`src/scanline_timing_status_unit_core_macros.svh`:
```
// Assertion helpers for the scanline timing core.
// Every check is sampled on clk and masked while arst_n is low.
`ifndef SCANLINE_TIMING_STATUS_UNIT_CORE_MACROS_SVH
`define SCANLINE_TIMING_STATUS_UNIT_CORE_MACROS_SVH

// Check that a condition holds at every clock edge.
`define STSU_ASSERT_ALWAYS(label, cond, msg) \
	label: assert property (@(posedge clk) disable iff (!arst_n) (cond)) else $error(msg);

// Check that a trigger implies a condition in the following cycle.
`define STSU_ASSERT_NEXT(label, trig, cond, msg) \
	label: assert property (@(posedge clk) disable iff (!arst_n) (trig) |=> (cond)) \
		else $error(msg);

`endif

```
`src/stsu_pkg.sv`:
```
`default_nettype none

package stsu_pkg;

	// Line counter width; holds up to 511 total lines
	localparam int LINE_W = 9;

	// Default timing
	localparam int DRAWN_LINES_DEF       = 192;
	localparam int BLANK_LINES_DEF       = 71;
	localparam int RENDER_LEAD_LINES_DEF = 48;

	// Command codes
	typedef enum logic [1:0] {
		CMD_LINE_START = 2'd0,
		CMD_HBLANK     = 2'd1,
		CMD_READ       = 2'd2,
		CMD_WRITE      = 2'd3
	} cmd_t;

	// Register select codes
	localparam logic REG_STATUS = 1'b0;
	localparam logic REG_VCOUNT = 1'b1;

	// Interrupt bit positions
	localparam int IRQ_VBLANK = 0;
	localparam int IRQ_HBLANK = 1;
	localparam int IRQ_MATCH  = 2;

	// One result word
	typedef struct packed {
		logic [7:0]        rd;
		logic [2:0]        irq0;
		logic [2:0]        irq1;
		logic              dma_vb;
		logic              dma_hb;
		logic              render;
		logic              present;
		logic [LINE_W-1:0] line;
		logic              visible;
	} result_t;

endpackage

`default_nettype wire

```
`src/scanline_timing_status_unit_core.sv`:
```
`default_nettype none
`include "scanline_timing_status_unit_core_macros.svh"

// Channel   Handshake             Payload
// --------  --------------------  -----------------------------------------------
// in        in_valid / in_ready   command, cpu_select, reg_select, byte_offset,
//                                 write_data
// out       out_valid / out_ready read_data, irq_first, irq_second,
//                                 dma_vblank_request, dma_hblank_request,
//                                 render_start, frame_present, line_number,
//                                 line_visible
//
// One word per cycle sustained while out_ready holds; an accepted word passes
// the input register, then the result register, before its result is valid.
// All state updates happen in one pass between the two registers.
// Reset leaves the line counter at 1, as after the first line start.
// A stalled result holds the result register; the input register fills once
// more and then in_ready drops.

module scanline_timing_status_unit_core #(
	parameter int DRAWN_LINES       = stsu_pkg::DRAWN_LINES_DEF,
	parameter int BLANK_LINES       = stsu_pkg::BLANK_LINES_DEF,
	parameter int RENDER_LEAD_LINES = stsu_pkg::RENDER_LEAD_LINES_DEF
) (
	input  wire logic                        clk,
	input  wire logic                        arst_n,
	input  wire logic                        in_valid,
	output logic                             in_ready,
	input  wire logic [1:0]                  command,
	input  wire logic                        cpu_select,
	input  wire logic                        reg_select,
	input  wire logic                        byte_offset,
	input  wire logic [7:0]                  write_data,
	output logic                             out_valid,
	input  wire logic                        out_ready,
	output logic [7:0]                       read_data,
	output logic [2:0]                       irq_first,
	output logic [2:0]                       irq_second,
	output logic                             dma_vblank_request,
	output logic                             dma_hblank_request,
	output logic                             render_start,
	output logic                             frame_present,
	output logic [stsu_pkg::LINE_W-1:0]      line_number,
	output logic                             line_visible
);
	import stsu_pkg::*;

	localparam logic [LINE_W-1:0] TOTAL_L  = LINE_W'(DRAWN_LINES + BLANK_LINES);
	localparam logic [LINE_W-1:0] DRAWN_L  = LINE_W'(DRAWN_LINES);
	localparam logic [LINE_W-1:0] LAST_L   = LINE_W'(DRAWN_LINES + BLANK_LINES - 1);
	localparam logic [LINE_W-1:0] RENDER_L =
		LINE_W'(DRAWN_LINES + BLANK_LINES - RENDER_LEAD_LINES);
	localparam logic VBLANK_RST = (DRAWN_LINES == 1);

	// Input stage
	logic              valid_s1;
	cmd_t              cmd_s1;
	logic              cpu_s1;
	logic              reg_s1;
	logic              off_s1;
	logic [7:0]        data_s1;

	// Result stage
	logic              out_valid_q;
	result_t           res_q;

	// State
	logic [LINE_W-1:0] lc_q;
	logic [1:0]        vflag_q;
	logic [1:0]        hflag_q;
	logic [1:0]        mflag_q;
	logic [2:0]        en_q [2];
	logic [LINE_W-1:0] cmp_q [2];

	// Next state and result
	logic [LINE_W-1:0] lc_d;
	logic [1:0]        vflag_d;
	logic [1:0]        hflag_d;
	logic [1:0]        mflag_d;
	logic [2:0]        en_d [2];
	logic [LINE_W-1:0] cmp_d [2];
	logic [2:0]        irq_d [2];
	result_t           res_d;
	logic [LINE_W:0]   lc_inc;
	logic              match_now;
	logic              advance;

	assign advance  = valid_s1 && (!out_valid_q || out_ready);
	assign in_ready = !valid_s1 || advance;
	assign lc_inc   = {1'b0, lc_q} + (LINE_W+1)'(1);

	// Capture the input word
	always_ff @(posedge clk or negedge arst_n) begin
		if (!arst_n) begin
			valid_s1 <= 1'b0;
		end else if (in_ready) begin
			valid_s1 <= in_valid;
		end
	end

	always_ff @(posedge clk) begin
		if (in_valid && in_ready) begin
			cmd_s1  <= cmd_t'(command);
			cpu_s1  <= cpu_select;
			reg_s1  <= reg_select;
			off_s1  <= byte_offset;
			data_s1 <= write_data;
		end
	end

	// Work out the effect of one word on state and result
	always_comb begin
		lc_d      = lc_q;
		vflag_d   = vflag_q;
		hflag_d   = hflag_q;
		mflag_d   = mflag_q;
		en_d      = en_q;
		cmp_d     = cmp_q;
		irq_d[0]  = '0;
		irq_d[1]  = '0;
		res_d     = '0;
		match_now = 1'b0;

		unique case (cmd_s1)
			CMD_LINE_START: begin
				// advance and wrap the line counter
				if (lc_inc >= {1'b0, TOTAL_L})
					lc_d = '0;
				else
					lc_d = lc_inc[LINE_W-1:0];
				for (int c = 0; c < 2; c++) begin
					irq_d[c][IRQ_MATCH] = en_q[c][IRQ_MATCH] && !mflag_q[c] &&
						(cmp_q[c] == lc_d);
					mflag_d[c] = (cmp_q[c] == lc_d);
					hflag_d[c] = 1'b0;
					if (lc_d == DRAWN_L) begin
						irq_d[c][IRQ_VBLANK] = en_q[c][IRQ_VBLANK];
						vflag_d[c]           = 1'b1;
					end
					if (lc_d == LAST_L)
						vflag_d[c] = 1'b0;
				end
				res_d.dma_vb  = (lc_d == DRAWN_L);
				res_d.present = (lc_d == DRAWN_L);
				res_d.render  = (lc_d == RENDER_L);
			end
			CMD_HBLANK: begin
				for (int c = 0; c < 2; c++) begin
					hflag_d[c]           = 1'b1;
					irq_d[c][IRQ_HBLANK] = en_q[c][IRQ_HBLANK];
				end
				res_d.dma_hb = (lc_q < DRAWN_L);
			end
			CMD_READ: begin
				if (reg_s1 == REG_STATUS) begin
					if (!off_s1)
						res_d.rd = {cmp_q[cpu_s1][8], 1'b0, en_q[cpu_s1],
							mflag_q[cpu_s1], hflag_q[cpu_s1], vflag_q[cpu_s1]};
					else
						res_d.rd = cmp_q[cpu_s1][7:0];
				end else begin
					if (!off_s1)
						res_d.rd = lc_q[7:0];
					else
						res_d.rd = {7'd0, lc_q[8]};
				end
			end
			CMD_WRITE: begin
				// status write, then recheck the match for that processor
				if (reg_s1 == REG_STATUS) begin
					if (!off_s1) begin
						en_d[cpu_s1]     = data_s1[5:3];
						cmp_d[cpu_s1][8] = data_s1[7];
					end else begin
						cmp_d[cpu_s1][7:0] = data_s1;
					end
					match_now = (cmp_d[cpu_s1] == lc_q);
					irq_d[cpu_s1][IRQ_MATCH] = en_d[cpu_s1][IRQ_MATCH] &&
						!mflag_q[cpu_s1] && match_now;
					mflag_d[cpu_s1] = match_now;
				end
			end
			default: begin
			end
		endcase

		res_d.irq0    = irq_d[0];
		res_d.irq1    = irq_d[1];
		res_d.line    = lc_d;
		res_d.visible = (lc_d < DRAWN_L);
	end

	// Commit state on advance
	always_ff @(posedge clk or negedge arst_n) begin
		if (!arst_n) begin
			lc_q     <= LINE_W'(1);
			vflag_q  <= {2{VBLANK_RST}};
			hflag_q  <= '0;
			mflag_q  <= '0;
			en_q[0]  <= '0;
			en_q[1]  <= '0;
			cmp_q[0] <= '0;
			cmp_q[1] <= '0;
		end else if (advance) begin
			lc_q    <= lc_d;
			vflag_q <= vflag_d;
			hflag_q <= hflag_d;
			mflag_q <= mflag_d;
			en_q    <= en_d;
			cmp_q   <= cmp_d;
		end
	end

	// Hold the result until taken
	always_ff @(posedge clk or negedge arst_n) begin
		if (!arst_n) begin
			out_valid_q <= 1'b0;
		end else if (!out_valid_q || out_ready) begin
			out_valid_q <= valid_s1;
		end
	end

	always_ff @(posedge clk) begin
		if (advance)
			res_q <= res_d;
	end

	assign out_valid          = out_valid_q;
	assign read_data          = res_q.rd;
	assign irq_first          = res_q.irq0;
	assign irq_second         = res_q.irq1;
	assign dma_vblank_request = res_q.dma_vb;
	assign dma_hblank_request = res_q.dma_hb;
	assign render_start       = res_q.render;
	assign frame_present      = res_q.present;
	assign line_number        = res_q.line;
	assign line_visible       = res_q.visible;

	// Checks
	`STSU_ASSERT_ALWAYS(a_lc_range, lc_q < TOTAL_L, "line counter beyond total")
	`STSU_ASSERT_NEXT(a_read_quiet, advance && cmd_s1 == CMD_READ,
		res_q.irq0 == 3'd0 && res_q.irq1 == 3'd0 && !res_q.dma_vb && !res_q.dma_hb
		&& !res_q.render && !res_q.present, "read produced a pulse")
	`STSU_ASSERT_ALWAYS(a_present_line, !(out_valid && frame_present) ||
		(dma_vblank_request && line_number == DRAWN_L), "present off vblank line")

endmodule

`default_nettype wire
```
`config.mk`:
```
export PLATFORM = sky130hd
export DESIGN_NAME = scanline_timing_status_unit_core
export DESIGN_NICKNAME = d
export VERILOG_FILES = /design/src/stsu_pkg.sv /design/src/scanline_timing_status_unit_core.sv
export VERILOG_INCLUDE_DIRS = /design/src /design/src/src
export SDC_FILE = /design/constraint.sdc
export NUM_CORES = 1
export LEC_CHECK = 0
export ABC_AREA = 1
export BUFFER_PORTS_ARGS = -buffer_cell sky130_fd_sc_hd__buf_4
export CORE_AREA = 2 2 109 111
export CTS_CLUSTER_DIAMETER = 60
export DETAILED_ROUTE_END_ITERATION = 7
export DIE_AREA = 0 0 111 113
export MAX_ROUTING_LAYER = met4
export PLACE_DENSITY = 0.69
export SYNTH_ARGS = -nofsm -noshare
export SYNTH_HDL_FRONTEND = slang
export SYNTH_SLANG_ARGS = --single-unit
```
`constraint.sdc`:
```
create_clock -name clk -period 5 [get_ports clk]
set_clock_uncertainty 0.1 [all_clocks]
set_input_delay 0 -clock clk [delete_from_list [all_inputs] [get_ports clk]]
set_output_delay 0 -clock clk [all_outputs]
set_load 0.03 [all_outputs]
```
### Word-level counts from Yosys, hierarchy flattened

Cells that the tools add are included.

| operators by class | value |
|---|---|
| add/sub/neg operators | 1 |
| order comparisons | 7 |
| equal/unequal tests | 10 |
| mux-type cells | 56 |
| bitwise gates (word level) | 3 |
| reduce and logical (&&, ||, !) cells | 25 |

Operators with widths:

| kind | count |
|---|---|
| 2-to-1 mux 9 bit | 10 |
| 2-to-1 mux 18 bit | 3 |
| bitwise mux 18 bit | 2 |
| 2-to-1 mux 8 bit | 4 |
| == test 9 bit | 3 |
| 2-to-1 mux 3 bit | 8 |
| 2-to-1 mux 6 bit | 4 |
| demux 9 bit (select 1 bit) | 2 |
| == test 9 x 8 -> 1 bit (second input constant) | 2 |
| < comparator 9 x 8 -> 1 bit (second input constant) | 2 |
| one-hot mux 2 bit (2 select lines) | 3 |
| adder 9 x 1 -> 10 bit (second input constant) | 1 |
| greater-or-equal comparator 10 x 9 -> 1 bit (second input constant) | 1 |
| logical AND 1 bit | 10 |
| 2-to-1 mux 1 bit | 10 |
| == test 9 bit (second input constant) | 1 |
| AND reduction 3 bit | 3 |
| one-hot mux 1 bit (2 select lines) | 4 |
| AND 6 bit | 1 |
| bitwise mux 6 bit | 1 |
| demux 3 bit (select 1 bit) | 2 |
| nonzero test 2 bit | 3 |
| zero test 1 bit | 5 |
| == test 2 bit (second input constant) | 2 |
| 14 further kinds | 15 |

| storage, ports and cells | value |
|---|---|
| register bits after elaboration | 80 |
| word-level logic and storage cells | 125 |

### Depth between registers and ports, before layout

| depth | value |
|---|---|
| depth after elaboration | 17 |
| depth in mapped cells | 16 |
| depth with buffers taken out | 16 |

### Worst setup path after synthesis

No wires, ideal clock.

| timing path | value |
|---|---|
| path type | reg-to-reg |
| start | reg lc_q[0] |
| end | reg res_q (netlist bit irq_first[0]) (data pin) |
| setup time | 0.160 ns |
| data arrival time | 2.181 ns |
| data required time | 4.740 ns |
| path slack | 2.560 ns |
| cell stages (with the launch flop) | 12 |
| buffers on the path | 0 |
| period minus slack after synthesis | 2.440 ns |
| cells stage by stage | dfstp_2 ha_1 nand2_4 nor2_1 nand3_1 xor2_2 nand2_4 nand3_2 inv_1 nor3_2 nand4_2 nor3b_1 |

| between the ends | value |
|---|---|
| longest elaborated chain between the ends | 7 |

Ends and longest elaborated chain:

| what | RTL line | text |
|---|---|---|
| from (decl) | scanline_timing_status_unit_core.sv:68 | `logic [LINE_W-1:0] lc_q;` |
| from (signal assigned) | scanline_timing_status_unit_core.sv:205 | `lc_q <= lc_d;` |
| adder 9 x 1 -> 10 bit | scanline_timing_status_unit_core.sv:90 | `assign lc_inc = {1'b0, lc_q} + (LINE_W+1)'(1);` |
| greater-or-equal comparator 10 x 9 -> 1 bit | scanline_timing_status_unit_core.sv:127 | `if (lc_inc >= {1'b0, TOTAL_L})` |
| 2-to-1 mux 9 bit | scanline_timing_status_unit_core.sv:127 |  |
| 2-to-1 mux 9 bit | scanline_timing_status_unit_core.sv:124 | `unique case (cmd_s1)` |
| == test 9 x 8 -> 1 bit | scanline_timing_status_unit_core.sv:136 | `if (lc_d == DRAWN_L) begin` |
| 2-to-1 mux 1 bit | scanline_timing_status_unit_core.sv:136 |  |
| one-hot mux 2 bit (2 select lines) (*) | scanline_timing_status_unit_core.sv:124 |  |
| to (signal assigned) | scanline_timing_status_unit_core.sv:225 | `res_q <= res_d;` |
| to (decl) | scanline_timing_status_unit_core.sv:65 | `result_t res_q;` |

Mark *: on every way between the ends. The rest lies on a longest branch, timed or not. The select of a mux whose other input is x is not followed.
A chain may end at the register's enable or synchronous reset.

### Final worst setup path

Same ends and word-level chain as after synthesis.

==> results.cfg <==
[logic_synthesis]
ys_top_cells_by_area = sky130_fd_sc_hd__edfxtp_1, sky130_fd_sc_hd__dfrtp_1, sky130_fd_sc_hd__nand2_1, sky130_fd_sc_hd__o21ai_0, sky130_fd_sc_hd__inv_1
async_set_reset_flop_share_out_of_synthesis = 0.494
avgSynthCellArea_um2 = 8.25
synth.top_cell.area_share = 0.271
synth.most_common_cell = sky130_fd_sc_hd__nand2_1
synth_edf_count = 40
synth_common_cells = sky130_fd_sc_hd__nand2_1, sky130_fd_sc_hd__inv_1, sky130_fd_sc_hd__o21ai_0
postSynthNetCount = 561
post_synth_num_cell_types = 44
ys.flop_type = sky130_fd_sc_hd__edfxtp_1
ys.warnings.count = 0
ys_seq_area_frac = 0.491
post_synthesis_instance_area_mm2 = 0.00444
synth-seq-cells = 79
synthCells = 538
netlist.top_cell.by_area = sky130_fd_sc_hd__edfxtp_1

[place]
placed_instance_count = 709
gp_congestion = 1.05
hpwl_um = 9660
io_buffer_count = 46

[timing]
final-hold-violation-count = 0
final_min_period_over_clock_period = 0.650
timing.max_slew.rel_slack = 0.281
setup_viol = 0
slew_viol_final = 0
fin_setup_tns_ns = 0
achievable-frequency_mhz = 308
worst_margin_slew_ns = 1.08
fin_crit_ns = 3.25
rsz_0062_raised_after_global_routing = false

[setup_path]
worstSetupStartpoint = lc_q[0]
cp_data_required_time_ns = 5.07
worst_path_max_delay_cell = sky130_fd_sc_hd__dfstp_2
crit_path_end_kind = flop
reg2reg_setup_slack_ns = 1.75
critical_path_peak_fanout = 18
cp_data_arrival_time_ns = 3.32
critPathLaunchType = flop
criticalPathCategory = flop to flop
cpPeakStageDelay_ns = 0.63
worstReg2RegStart = lc_q[0]
critical_path.cell_chain = ha_1, nand2_4, nor2_1, nand3_1, xor2_2, nand2_4, nand3_1, nand2_1, nor3_2, nand4_2, nor3b_1

[power]
p_sw_frac = 0.414
peakVddDrop_uv = 202
pwr_density_cell_mw_per_mm2 = 514
total_power_w = 0.00275
power.share.combinational = 0.381
net_load_switching_power_w = 0.00114
power.share.clock = 0.238
p_int_w = 0.00161
p_leak_nw = 2.41
sequentialPowerShare = 0.380

[cts]
clock-root-buffer = sky130_fd_sc_hd__clkbuf_16
cts_tree = done
cts_sinks = 79
cts_max_level = 3
clkTransAtPathRegs_ns = 0.06
cts_repair_resize_count = 0
worstSkewPairLatency_ns = 0.35
cts_max_path_buffers = 2
cts_buffers = 9
post_cts.repair.setup_buffers = 0

[final_layout]
seq_area_mm2 = 0.00218
area_growth_syn_to_layout_pct = 20.4
layout.nets = 618
num-fill-cells = 1068
instances_no_fill = 743
share_of_layout_cells_above_drive_strength_1 = 0.147
diodes = 0
multi_input_area_mm2 = 0.00192

[die]
start_util = 0.394
design.portCount = 47
dieWidth_um = 111
core_region_area_mm2 = 0.0113
rows = 39
die_height_um = 113
dieArea_mm2 = 0.0125

[global_routing]
pin_count_of_the_biggest_net_entering_global_routing = 40
global_route.overflow_total = 0
initial_antenna_violation_count = 0
grt_pass1_wl_um = 20600
number_of_global_route_vias_before_repair = 3910
track_usage = 0.219

[drt]
detail_route.wirelength_um = 12800
via_per_inst = 5.35
met1_length_um = 5780
drt-pass1-iter-count = 5
dr_wl_met3_um = 748
route.detailed.drc = 0
uppermost_signal_routing_layer_after_detailed_routing = met4
postRouteAntennaNets = 0
vias = 3974
wl_met2_um = 5950
route.detailed.wl_per_inst_um = 17.3
drt_iter0_drc = 303

[hold_path]
holdCritPathClass = input pin to async pin

[status]
status = completed

[run]
cap_violations = 0
-- path summary, 6_finish.rpt --
check                           cells after the start           end
min in group clk                                    2    data_s1[5]
worst min register to register                      2       en_q[0]
worst min-delay path                                2       lc_q[6]
worst max register to register                     11  irq_first[0]
max in group asynchronous                           2       lc_q[0]
worst max-delay path                               11  irq_first[0]
-- power by group through the flow --
| stage | registers, W | logic [W] | clock network (W) |
|---|---|---|---|
| after floorplan | 0.00106 | 0.000695 | 0 |
| after global placement | 0.00105 | 0.00102 | 0 |
| after detailed placement | 0.00105 | 0.00103 | 0 |
| after CTS | 0.00104 | 0.00105 | 0.000660 |
| after global routing | 0.00107 | 0.00117 | 0.000692 |
| final | 0.00104 | 0.00105 | 0.000655 |
-- critical path, delay by kind of cell, from the launching register on --
| family | cells | cell delay (ns) |
|---|---|---|
| xor+xnor | 1 | 0.40 |
| fa+ha+maj | 1 | 0.28 |
| flops | 1 | 0.63 |
| simple gates | 9 | 1.66 |
-- cell type report --
type                            count  share of cell area
Clock inverter                      5              0.0112
Clock buffer                       11              0.0435
Multi-Input combinational cell    375               0.359
Timing Repair Buffer               65              0.0997
Sequential cell                    79               0.407
Inverter                           65              0.0456
Tap cell                          143              0.0335
-- placed cells by master (no fill, tap or decap), types with 9 or more instances in the layout --
master	count
sky130_fd_sc_hd__dfrtp_1	38
sky130_fd_sc_hd__nand2_1	142
sky130_fd_sc_hd__dlygate4sd3_1	18
sky130_fd_sc_hd__buf_4	47
sky130_fd_sc_hd__xor2_1	9
sky130_fd_sc_hd__nand4_1	12
sky130_fd_sc_hd__edfxtp_1	40
sky130_fd_sc_hd__clkbuf_16	9
sky130_fd_sc_hd__o21ai_1	13
sky130_fd_sc_hd__nand3_1	28
sky130_fd_sc_hd__inv_1	63
sky130_fd_sc_hd__o21ai_0	51
sky130_fd_sc_hd__nor2_1	33
sky130_fd_sc_hd__a21oi_1	29
-- registers in the layout, summed over array words and instances (netlist names), 2 cells and up --
signal       count
cmd_s1           2
cmp_q           18
data_s1          8
en_q             6
irq_first        3
irq_second       3
lc_q             9
line_number      9
mflag_q          2
read_data        8
-- per-layer routing --
metal,global-route usage,vias to the layer above
li1,-,1910
met1,0.281,1885
met2,0.345,152
met3,0.0428,27
met4,0.0875,0
met5,-,-
-- stage by stage --
step | hold slack [ns] | worst slack [ns] | util | instance area [um2]
5_1_grt | 0.127 | 1.53 | 0.474 | 5350
4_1_cts | 0.110 | 1.68 | 0.474 | 5350
2_1_floorplan | -0.396 | 2.56 | - | 4440
3_5_place_dp | -0.0684 | 1.71 | 0.432 | 4870
3_3_place_gp | -0.0728 | 1.72 | 0.432 | 4870
6_report | 0.0816 | 1.75 | 0.474 | 5350
-- logic make-up after synthesis --
kind of cell               count (synthesis)  share of synthesized area
muxes                                      1                    0.00225
buffers and inverters                     84                     0.0781
AOI/OAI and AO/OA                        110                      0.134
DFF                                       79                      0.491
adders and majority gates                  6                     0.0169
and+or+nand+nor                          246                      0.253
xor gates and xnor gates                  12                     0.0254
-- what timing repair did --
item                                    in CTS  in global routing
hold endpoints to repair                    54                  0
endpoints found under the setup margin       0                  0
hold buffers                                18                  0
Power figures use the tool's default switching activity.
